### config.mk
export PLATFORM = sky130hd
export DESIGN_NAME = smtp_reply_line_parser
export DESIGN_NICKNAME = d
export VERILOG_FILES = /design/src/hdl/srlp_pkg.sv /design/src/hdl/smtp_reply_line_parser.sv
export SDC_FILE = /design/constraint.sdc
export NUM_CORES = 1
export LEC_CHECK = 0
export BUFFER_PORTS_ARGS = -buffer_cell sky130_fd_sc_hd__buf_2
export CAP_MARGIN = 5
export CORE_MARGIN = 10
export CORE_UTILIZATION = 59
export DETAILED_ROUTE_END_ITERATION = 6
export PLACE_DENSITY = 0.87
export SETUP_SLACK_MARGIN = 0.1
export SYNTH_ARGS = -nofsm -noshare
export SYNTH_HDL_FRONTEND = slang
export SYNTH_SLANG_ARGS = --single-unit
### constraint.sdc
create_clock -name clock -period 3.9 [get_ports clock]
set_input_delay 0.78 -clock clock [delete_from_list [all_inputs] [get_ports clock]]
set_output_delay 0.78 -clock clock [all_outputs]
set_load 0.03 [all_outputs]
### src/hdl/srlp_pkg.sv
// Package for the SMTP reply line parser: parse phase type, separator codes,
// character constants and the keyword lookup for the AUTH check.
// No dependencies.
package srlp_pkg;

   // default line limit, in bytes; a line closes at DefaultMaxLine-1 bytes, terminator included
   localparam int DefaultMaxLine = 1024;

   // width of the length and offset fields of a result
   localparam int LenOutW = 10;

   // parse phase of the current line
   typedef enum logic [1:0] {
      PH_CODE = 2'd0,
      PH_MSG  = 2'd1,
      PH_BAD  = 2'd2
   } phase_type;

   // separator codes as reported in separator_kind
   localparam logic [1:0] SEP_NONE  = 2'd0;
   localparam logic [1:0] SEP_DASH  = 2'd1;
   localparam logic [1:0] SEP_SPACE = 2'd2;

   // characters of interest
   localparam logic [7:0] CH_LF    = 8'h0A;
   localparam logic [7:0] CH_CR    = 8'h0D;
   localparam logic [7:0] CH_DASH  = 8'h2D;
   localparam logic [7:0] CH_SPACE = 8'h20;
   localparam logic [7:0] CH_ZERO  = 8'h30;
   localparam logic [7:0] CH_NINE  = 8'h39;
   localparam logic [7:0] CH_LOW_A = 8'h61;
   localparam logic [7:0] CH_LOW_Z = 8'h7A;
   localparam logic [7:0] CASE_GAP = 8'h20;

   // keyword length and lookup, "AUTH " in upper case
   localparam logic [2:0] AUTH_LEN = 3'd5;

   function automatic logic [7:0] auth_char(input logic [2:0] idx);
      logic [7:0] ch;
      case (idx)
         3'd0: ch = 8'h41;
         3'd1: ch = 8'h55;
         3'd2: ch = 8'h54;
         3'd3: ch = 8'h48;
         3'd4: ch = 8'h20;
         default: ch = 8'h00;
      endcase
      return ch;
   endfunction

endpackage

### src/hdl/smtp_reply_line_parser.sv
// SMTP reply line parser, top level: per-byte line state and result register.
// Depends on srlp_pkg.
//
// Usage:
//  - req channel: one byte per beat (req_byte_in) with req_end_of_stream set
//    on the last byte of the stream. A beat is taken when req_valid is high
//    and req_stall is low.
//  - rsp channel: one beat per line. A line ends at a line feed, when it
//    reaches MAX_LINE-1 bytes, or at a byte flagged end of stream. The beat
//    carries the reply code, separator kind, AUTH flag, message offset,
//    content length (trailing LF or CRLF removed) and total length.
//  - throughput: one byte per cycle while req_stall is low. Each byte updates the line
//    state as it is taken; the only loop is that per-byte state update.
//  - result timing: the result of a line appears on rsp in the cycle after the byte
//    that ends the line is taken.
//  - stall: the result register holds one beat. While it is full and
//    rsp_stall is high, req_stall is raised and no byte is taken; a byte is
//    taken in the same cycle that the held beat leaves.
//  - reset: synchronous, active high; clears the line state and empties the
//    result register. The block takes bytes in the first cycle after reset.
module smtp_reply_line_parser #(
   parameter int MAX_LINE = srlp_pkg::DefaultMaxLine
) (
   input  logic                        clock,
   input  logic                        reset,
   // byte input
   input  logic                        req_valid,
   output logic                        req_stall,
   input  logic [7:0]                  req_byte_in,
   input  logic                        req_end_of_stream,
   // line results
   output logic                        rsp_valid,
   input  logic                        rsp_stall,
   output logic                        rsp_line_valid,
   output logic [9:0]                  rsp_reply_code,
   output logic [1:0]                  rsp_separator_kind,
   output logic                        rsp_is_auth,
   output logic [srlp_pkg::LenOutW-1:0] rsp_message_offset,
   output logic [srlp_pkg::LenOutW-1:0] rsp_content_length,
   output logic [srlp_pkg::LenOutW-1:0] rsp_total_length
);
   import srlp_pkg::*;

   localparam int LenW = $clog2(MAX_LINE);
   localparam int ExtW = (LenW > LenOutW) ? LenW : LenOutW;
   localparam logic [LenW-1:0] LAST_POS = LenW'(MAX_LINE - 1);

   // line state
   phase_type       phase_ff,       phase_in;
   logic [1:0]      digit_count_ff, digit_count_in;
   logic [9:0]      code_accum_ff,  code_accum_in;
   logic            cr_pending_ff,  cr_pending_in;
   logic [2:0]      match_index_ff, match_index_in;
   logic            match_ok_ff,    match_ok_in;
   logic [LenW-1:0] line_count_ff,  line_count_in;
   logic [1:0]      sep_seen_ff,    sep_seen_in;
   logic [LenW-1:0] msg_start_ff,   msg_start_in;
   logic            last_was_cr_ff, last_was_cr_in;

   // result register
   logic                rsp_valid_ff,   rsp_valid_in;
   logic                line_valid_ff,  line_valid_in;
   logic [9:0]          reply_code_ff,  reply_code_in;
   logic [1:0]          sep_kind_ff,    sep_kind_in;
   logic                is_auth_ff,     is_auth_in;
   logic [LenOutW-1:0]  msg_offset_ff,  msg_offset_in;
   logic [LenOutW-1:0]  content_len_ff, content_len_in;
   logic [LenOutW-1:0]  total_len_ff,   total_len_in;

   // per-byte working values
   logic            req_accept;
   logic            line_end;
   phase_type       phase_work;
   logic [1:0]      strip_cnt;
   logic [LenW-1:0] count_next;
   logic [LenW-1:0] content_cnt;
   logic [7:0]      byte_upper;
   logic [3:0]      digit_val;
   logic            end_valid;
   logic [ExtW-1:0] total_ext;
   logic [ExtW-1:0] content_ext;
   logic [ExtW-1:0] offset_ext;

   // handshake
   assign req_stall  = rsp_valid_ff & rsp_stall;
   assign req_accept = req_valid & ~req_stall;

   assign count_next = line_count_ff + LenW'(1);
   assign digit_val  = 4'(req_byte_in - CH_ZERO);

   // case folding for the keyword check
   always_comb begin
      if (req_byte_in inside {[CH_LOW_A:CH_LOW_Z]}) begin
         byte_upper = req_byte_in - CASE_GAP;
      end else begin
         byte_upper = req_byte_in;
      end
   end

   // next line state
   always_comb begin
      phase_work     = phase_ff;
      digit_count_in = digit_count_ff;
      code_accum_in  = code_accum_ff;
      cr_pending_in  = 1'b0;
      match_index_in = match_index_ff;
      match_ok_in    = match_ok_ff;
      sep_seen_in    = sep_seen_ff;
      msg_start_in   = msg_start_ff;
      strip_cnt      = 2'd0;
      line_end       = 1'b0;

      // a held carriage return only survives when a line feed follows
      if (cr_pending_ff && req_byte_in != CH_LF) begin
         phase_work = PH_BAD;
      end

      if (req_byte_in == CH_LF) begin
         strip_cnt = last_was_cr_ff ? 2'd2 : 2'd1;
         line_end  = 1'b1;
      end else begin
         case (phase_work)
            PH_CODE: begin
               if (req_byte_in inside {[CH_ZERO:CH_NINE]}) begin
                  if (digit_count_ff == 2'd3) begin
                     phase_work = PH_BAD;
                  end else begin
                     digit_count_in = digit_count_ff + 2'd1;
                     code_accum_in  = (code_accum_ff << 3) + (code_accum_ff << 1)
                                      + 10'(digit_val);
                  end
               end else if (req_byte_in == CH_DASH || req_byte_in == CH_SPACE) begin
                  sep_seen_in  = (req_byte_in == CH_DASH) ? SEP_DASH : SEP_SPACE;
                  msg_start_in = count_next;
                  phase_work   = PH_MSG;
               end else if (req_byte_in == CH_CR) begin
                  cr_pending_in = 1'b1;
               end else begin
                  phase_work = PH_BAD;
               end
            end
            PH_MSG: begin
               if (match_index_ff < AUTH_LEN) begin
                  if (byte_upper != auth_char(match_index_ff)) begin
                     match_ok_in = 1'b0;
                  end
                  match_index_in = match_index_ff + 3'd1;
               end
            end
            default: begin
            end
         endcase
      end

      last_was_cr_in = (req_byte_in == CH_CR);

      if (count_next >= LAST_POS || req_end_of_stream) begin
         line_end = 1'b1;
      end

      // a carriage return still held at the line end is not stripped and marks the line bad
      phase_in = phase_work;
      if (line_end && cr_pending_in) begin
         phase_in = PH_BAD;
      end

      line_count_in = count_next;
   end

   // result fields of the line that ends with this byte
   always_comb begin
      end_valid      = (phase_in == PH_CODE) || (phase_in == PH_MSG);
      content_cnt    = count_next - LenW'(strip_cnt);
      total_ext      = ExtW'(count_next);
      content_ext    = ExtW'(content_cnt);
      if (!end_valid) begin
         offset_ext = '0;
      end else if (sep_seen_in != SEP_NONE) begin
         offset_ext = ExtW'(msg_start_in);
      end else begin
         offset_ext = content_ext;
      end
      line_valid_in  = end_valid;
      reply_code_in  = code_accum_in;
      sep_kind_in    = end_valid ? sep_seen_in : SEP_NONE;
      is_auth_in     = end_valid && (phase_in == PH_MSG) && match_ok_in
                       && (match_index_in == AUTH_LEN);
      msg_offset_in  = offset_ext[LenOutW-1:0];
      content_len_in = content_ext[LenOutW-1:0];
      total_len_in   = total_ext[LenOutW-1:0];
   end

   // result beat occupancy
   always_comb begin
      if (req_accept && line_end) begin
         rsp_valid_in = 1'b1;
      end else if (!rsp_stall) begin
         rsp_valid_in = 1'b0;
      end else begin
         rsp_valid_in = rsp_valid_ff;
      end
   end

   // line state registers
   always_ff @(posedge clock) begin
      if (reset || (req_accept && line_end)) begin
         phase_ff       <= PH_CODE;
         digit_count_ff <= '0;
         code_accum_ff  <= '0;
         cr_pending_ff  <= 1'b0;
         match_index_ff <= '0;
         match_ok_ff    <= 1'b1;
         line_count_ff  <= '0;
         sep_seen_ff    <= SEP_NONE;
         msg_start_ff   <= '0;
         last_was_cr_ff <= 1'b0;
      end else if (req_accept) begin
         phase_ff       <= phase_in;
         digit_count_ff <= digit_count_in;
         code_accum_ff  <= code_accum_in;
         cr_pending_ff  <= cr_pending_in;
         match_index_ff <= match_index_in;
         match_ok_ff    <= match_ok_in;
         line_count_ff  <= line_count_in;
         sep_seen_ff    <= sep_seen_in;
         msg_start_ff   <= msg_start_in;
         last_was_cr_ff <= last_was_cr_in;
      end
   end

   // result register
   always_ff @(posedge clock) begin
      if (reset) begin
         rsp_valid_ff <= 1'b0;
      end else begin
         rsp_valid_ff <= rsp_valid_in;
      end
   end

   always_ff @(posedge clock) begin
      if (req_accept && line_end) begin
         line_valid_ff  <= line_valid_in;
         reply_code_ff  <= reply_code_in;
         sep_kind_ff    <= sep_kind_in;
         is_auth_ff     <= is_auth_in;
         msg_offset_ff  <= msg_offset_in;
         content_len_ff <= content_len_in;
         total_len_ff   <= total_len_in;
      end
   end

   assign rsp_valid          = rsp_valid_ff;
   assign rsp_line_valid     = line_valid_ff;
   assign rsp_reply_code     = reply_code_ff;
   assign rsp_separator_kind = sep_kind_ff;
   assign rsp_is_auth        = is_auth_ff;
   assign rsp_message_offset = msg_offset_ff;
   assign rsp_content_length = content_len_ff;
   assign rsp_total_length   = total_len_ff;

   // a line never grows past its limit before being closed
   assert property (@(posedge clock) disable iff (reset)
      line_count_ff < LAST_POS)
      else $error("line byte count passed the line limit");

   // a pending carriage return only exists in the code part
   assert property (@(posedge clock) disable iff (reset)
      cr_pending_ff |-> (phase_ff == PH_CODE))
      else $error("carriage return pending outside the code part");

   // the accumulated code stays a three digit decimal
   assert property (@(posedge clock) disable iff (reset)
      (code_accum_ff < 10'd1000) && (digit_count_ff != 2'd0 || code_accum_ff == 10'd0))
      else $error("reply code accumulator out of range");

   // an invalid line reports neither separator nor keyword
   assert property (@(posedge clock) disable iff (reset)
      (rsp_valid_ff && !line_valid_ff) |-> (!is_auth_ff && sep_kind_ff == SEP_NONE))
      else $error("invalid line carries separator or keyword flag");

   // a line ending byte fills the result register on the next edge
   assert property (@(posedge clock) disable iff (reset)
      (req_accept && line_end) |=> rsp_valid_ff)
      else $error("line end did not produce a result beat");

endmodule

==> impl_metrics.env <==
export IMPL_status="finished clean"
export IMPL_wl_met1_um=4764
export IMPL_wl_met2_um=5414
export IMPL_slew_headroom_pct=33.32
export IMPL_fin_util_pct=66.77
export IMPL_finalInstanceArea_mm2=0.005569
export IMPL_synth_seq_cells=87
export IMPL_slew_violations=0
export IMPL_fin_setup_tns_ps=0
export IMPL_grt_max_degree=43
export IMPL_cts_resized=0
export IMPL_highest_signal_layer="met4"
export IMPL_post_layout_nonfiller_instances=657
export IMPL_cts_setup_buffers=0
export IMPL_place_hpwl_um=8108
export IMPL_place_port_buffers=58
export IMPL_antenna_found_initial=0
export IMPL_via_per_inst=6.005
export IMPL_ys_types=77
export IMPL_hold_viol=0
export IMPL_drc=0
export IMPL_critPathMaxFanout=6
export IMPL_wl_per_cell_um=16.93
export IMPL_ys_dominant_reg_cell="edfxtp_1"
export IMPL_layout_area_overhead_vs_synth_pct=8.667
export IMPL_insertedDiodeCount=0
export IMPL_cts_buffers=9
export IMPL_cp_data_required_time_ps=3980
export IMPL_coreArea_mm2=0.008341
export IMPL_fin_crit_sh_pct=87.37
export IMPL_htreeDepth=3
export IMPL_cts_hold_buffers_added=0
export IMPL_worst_slew_pin_slew_ps=996.5
export IMPL_gp_congestion=0.8727
export IMPL_synth_nets=548
export IMPL_cp_arrival_ps=3480
export IMPL_die_x_um=113.2
export IMPL_synth_edf_count=44
export IMPL_synth_area_mm2=0.005125
export IMPL_grtUsageTotal_pct=17.23
export IMPL_clock_sinks=87
export IMPL_crit_type="in2reg"
export IMPL_reg2reg_to="rsp_message_offset[6]"
export IMPL_nets=589
export IMPL_clock_latency_ps=370
export IMPL_firstDrtPassIters=5
export IMPL_r2r_slack_ps=720
export IMPL_async_flop_share_pct=0
export IMPL_avgSynthCellArea_um2=10.13
export IMPL_worst_setup_path_end_kind="flip-flop"
export IMPL_cts_max_path_buffers=2
export IMPL_synth_seq_area_share_pct=42.58
export IMPL_rsz0062_at_grt="false"
export IMPL_root_buffer="clkbuf_8"
export IMPL_start_util_pct=61.45
export IMPL_reg2reg_depth=9
export IMPL_placementRows=33
export IMPL_vias=3945
export IMPL_startpoint="req_byte_in[4]"
export IMPL_syn_inst=506
export IMPL_rr_startpoint="line_count_ff[0]"
export IMPL_drt_wl_total_um=11120
export IMPL_critPathLaunchType="input port"
export IMPL_io_pins=59
export IMPL_yosys_warnings=0
export IMPL_layout_commonest_cell="nor2_1"
export IMPL_max_freq_mhz=293.5
export IMPL_cts_tree="done"
export IMPL_period_needed_ps=3408
export IMPL_setup_violations=0
export IMPL_dpl_cell_area_mm2=0.005390
export IMPL_powerDensity_mw_per_mm2=322.3
export IMPL_clkSlewWorstSetupHoldPaths_ps=80
export IMPL_holdPathStages=1
export IMPL_drtIter0Drc=187
export IMPL_final_cell_mix="nor2_1 (68), buf_2 (58), edfxtp_1 (44), dfxtp_1 (43), nand2_1 (30)"
export IMPL_grt_pass1_vias=3793
export IMPL_layout_drive_gt1_share_pct=21.74
export IMPL_overflow=0
export IMPL_ant_nets=0
export IMPL_die_area_mm2=0.01281
export IMPL_die_y_um=113.2
export IMPL_p_leak_nw=2.266
export IMPL_grt_pass1_wl_um=18400
export IMPL_crit_end="rsp_message_offset[6]"
export IMPL_hp_class="reg2reg"
export IMPL_wl_met3_um=731
export IMPL_cap_violations=0
export IMPL_ir_drop_uv=183.0
export IMPL_fin_worst_skew_ps=11.19
export IMPL_dp_cells=641
worst max-delay path: stages:
cell	delay [ps]
buf_2	140
nor3_2	320
nand3_1	220
nor2_1	140
ha_1	200
fa_1	290
or4b_1	480
o31ai_2	120
nand2_2	130
or4_1	480
o21ai_0	90
a221oi_1	100
synthesized netlist by cell type, types with 3 or more instances:
| cell type | instances | area, um2 |
|---|---|---|
| nor2_1 | 68 | 255.2 |
| edfxtp_1 | 44 | 1321 |
| dfxtp_1 | 43 | 860.8 |
| nand2_1 | 30 | 112.6 |
| xnor2_1 | 27 | 236.5 |
| ha_1 | 26 | 325.3 |
| a21oi_1 | 25 | 125.1 |
| inv_1 | 23 | 86.33 |
| nand3_1 | 15 | 75.07 |
| o21ai_0 | 15 | 75.07 |
| buf_2 | 11 | 55.05 |
| nor3_1 | 11 | 55.05 |
| a211oi_1 | 8 | 60.06 |
| buf_4 | 8 | 60.06 |
| a21o_1 | 7 | 52.55 |
| buf_6 | 7 | 78.83 |
| clkbuf_1 | 7 | 26.28 |
| mux2i_1 | 7 | 70.07 |
| xor2_1 | 7 | 61.31 |
| a211oi_2 | 6 | 75.07 |
| and3_1 | 6 | 37.54 |
| a221oi_1 | 5 | 43.79 |
| mux2_2 | 4 | 45.04 |
| mux2_4 | 4 | 60.06 |
| nand4_1 | 4 | 25.02 |
| nor2b_1 | 4 | 25.02 |
| nor3_2 | 4 | 40.04 |
| o22ai_1 | 4 | 25.02 |
| fa_1 | 3 | 60.06 |
| inv_2 | 3 | 11.26 |
| nand3_2 | 3 | 30.03 |
| o211ai_1 | 3 | 22.52 |
| o21bai_1 | 3 | 22.52 |
| o31ai_1 | 3 | 22.52 |
| or3_1 | 3 | 18.77 |
logic make-up after synthesis:
family                   count (synthesis)  synth area share, %
flip-flops                              87                42.58
XOR/XNOR                                38                7.520
buffers and inverters                   59                6.201
adder cells (fa/ha/maj)                 29                7.520
AO/OA/AOI/OAI                          103                14.55
AND/OR/NAND/NOR                        175                18.21
multiplexers                            15                3.418
worst min-delay path by stage:
stage	start	end	slack (ps)
after floorplan	match_ok_ff	match_ok_ff	430
after global placement	match_ok_ff	match_ok_ff	440
after detailed placement	match_ok_ff	match_ok_ff	450
after CTS	match_ok_ff	match_ok_ff	470
after global routing	code_accum_ff[9]	code_accum_ff[9]	500
final	match_ok_ff	match_ok_ff	470
area by class of cell:
class	instances	area [um2]
Tap cell	105	131.4
Clock inverter	7	55.05
Inverter	26	97.59
Multi-Input combinational cell	360	2626
Sequential cell	87	2182
Clock buffer	9	123.9
Fill cell	652	2771
Timing Repair Buffer	63	352.8
per-layer routing:
metal | up-vias | track usage (%)
li1 | 1893 | -
met1 | 1872 | 20.99
met2 | 157 | 28.15
met3 | 23 | 4.173
met4 | 0 | 7.868
met5 | - | 0
sequential cells by signal (all words and copies together), names as in the netlist:
name	flops
code_accum_ff	10
line_count_ff	10
msg_start_ff	10
rsp_content_length	10
rsp_message_offset	10
rsp_reply_code	10
rsp_total_length	10
match_index_ff	3
digit_count_ff	2
phase_ff	2
rsp_separator_kind	2
sep_seen_ff	2
cr_pending_ff	1
last_was_cr_ff	1
match_ok_ff	1
rsp_is_auth	1
rsp_line_valid	1
rsp_valid	1
power breakdown:
part	switching (mW)	leakage, nW	internal, mW
combinational	0.150	1.41	0.0725
sequential	0.0142	0.771	0.984
clock	0.337	0.0878	0.237
metrics by stage:
step / power [mW] / hold WS (ps) / setup slack (ps)
finish: 1.795 / 473.2 / 492.5
global route: 1.868 / 500.3 / 274.3
CTS: 1.806 / 474.6 / 529.0
detailed placement: 1.242 / 454.8 / 134.5
global placement: 1.234 / 442.9 / 290.5
floorplan: 1.182 / 426.4 / 478.1
No activity file was read; power rests on OpenSTA's default activity.
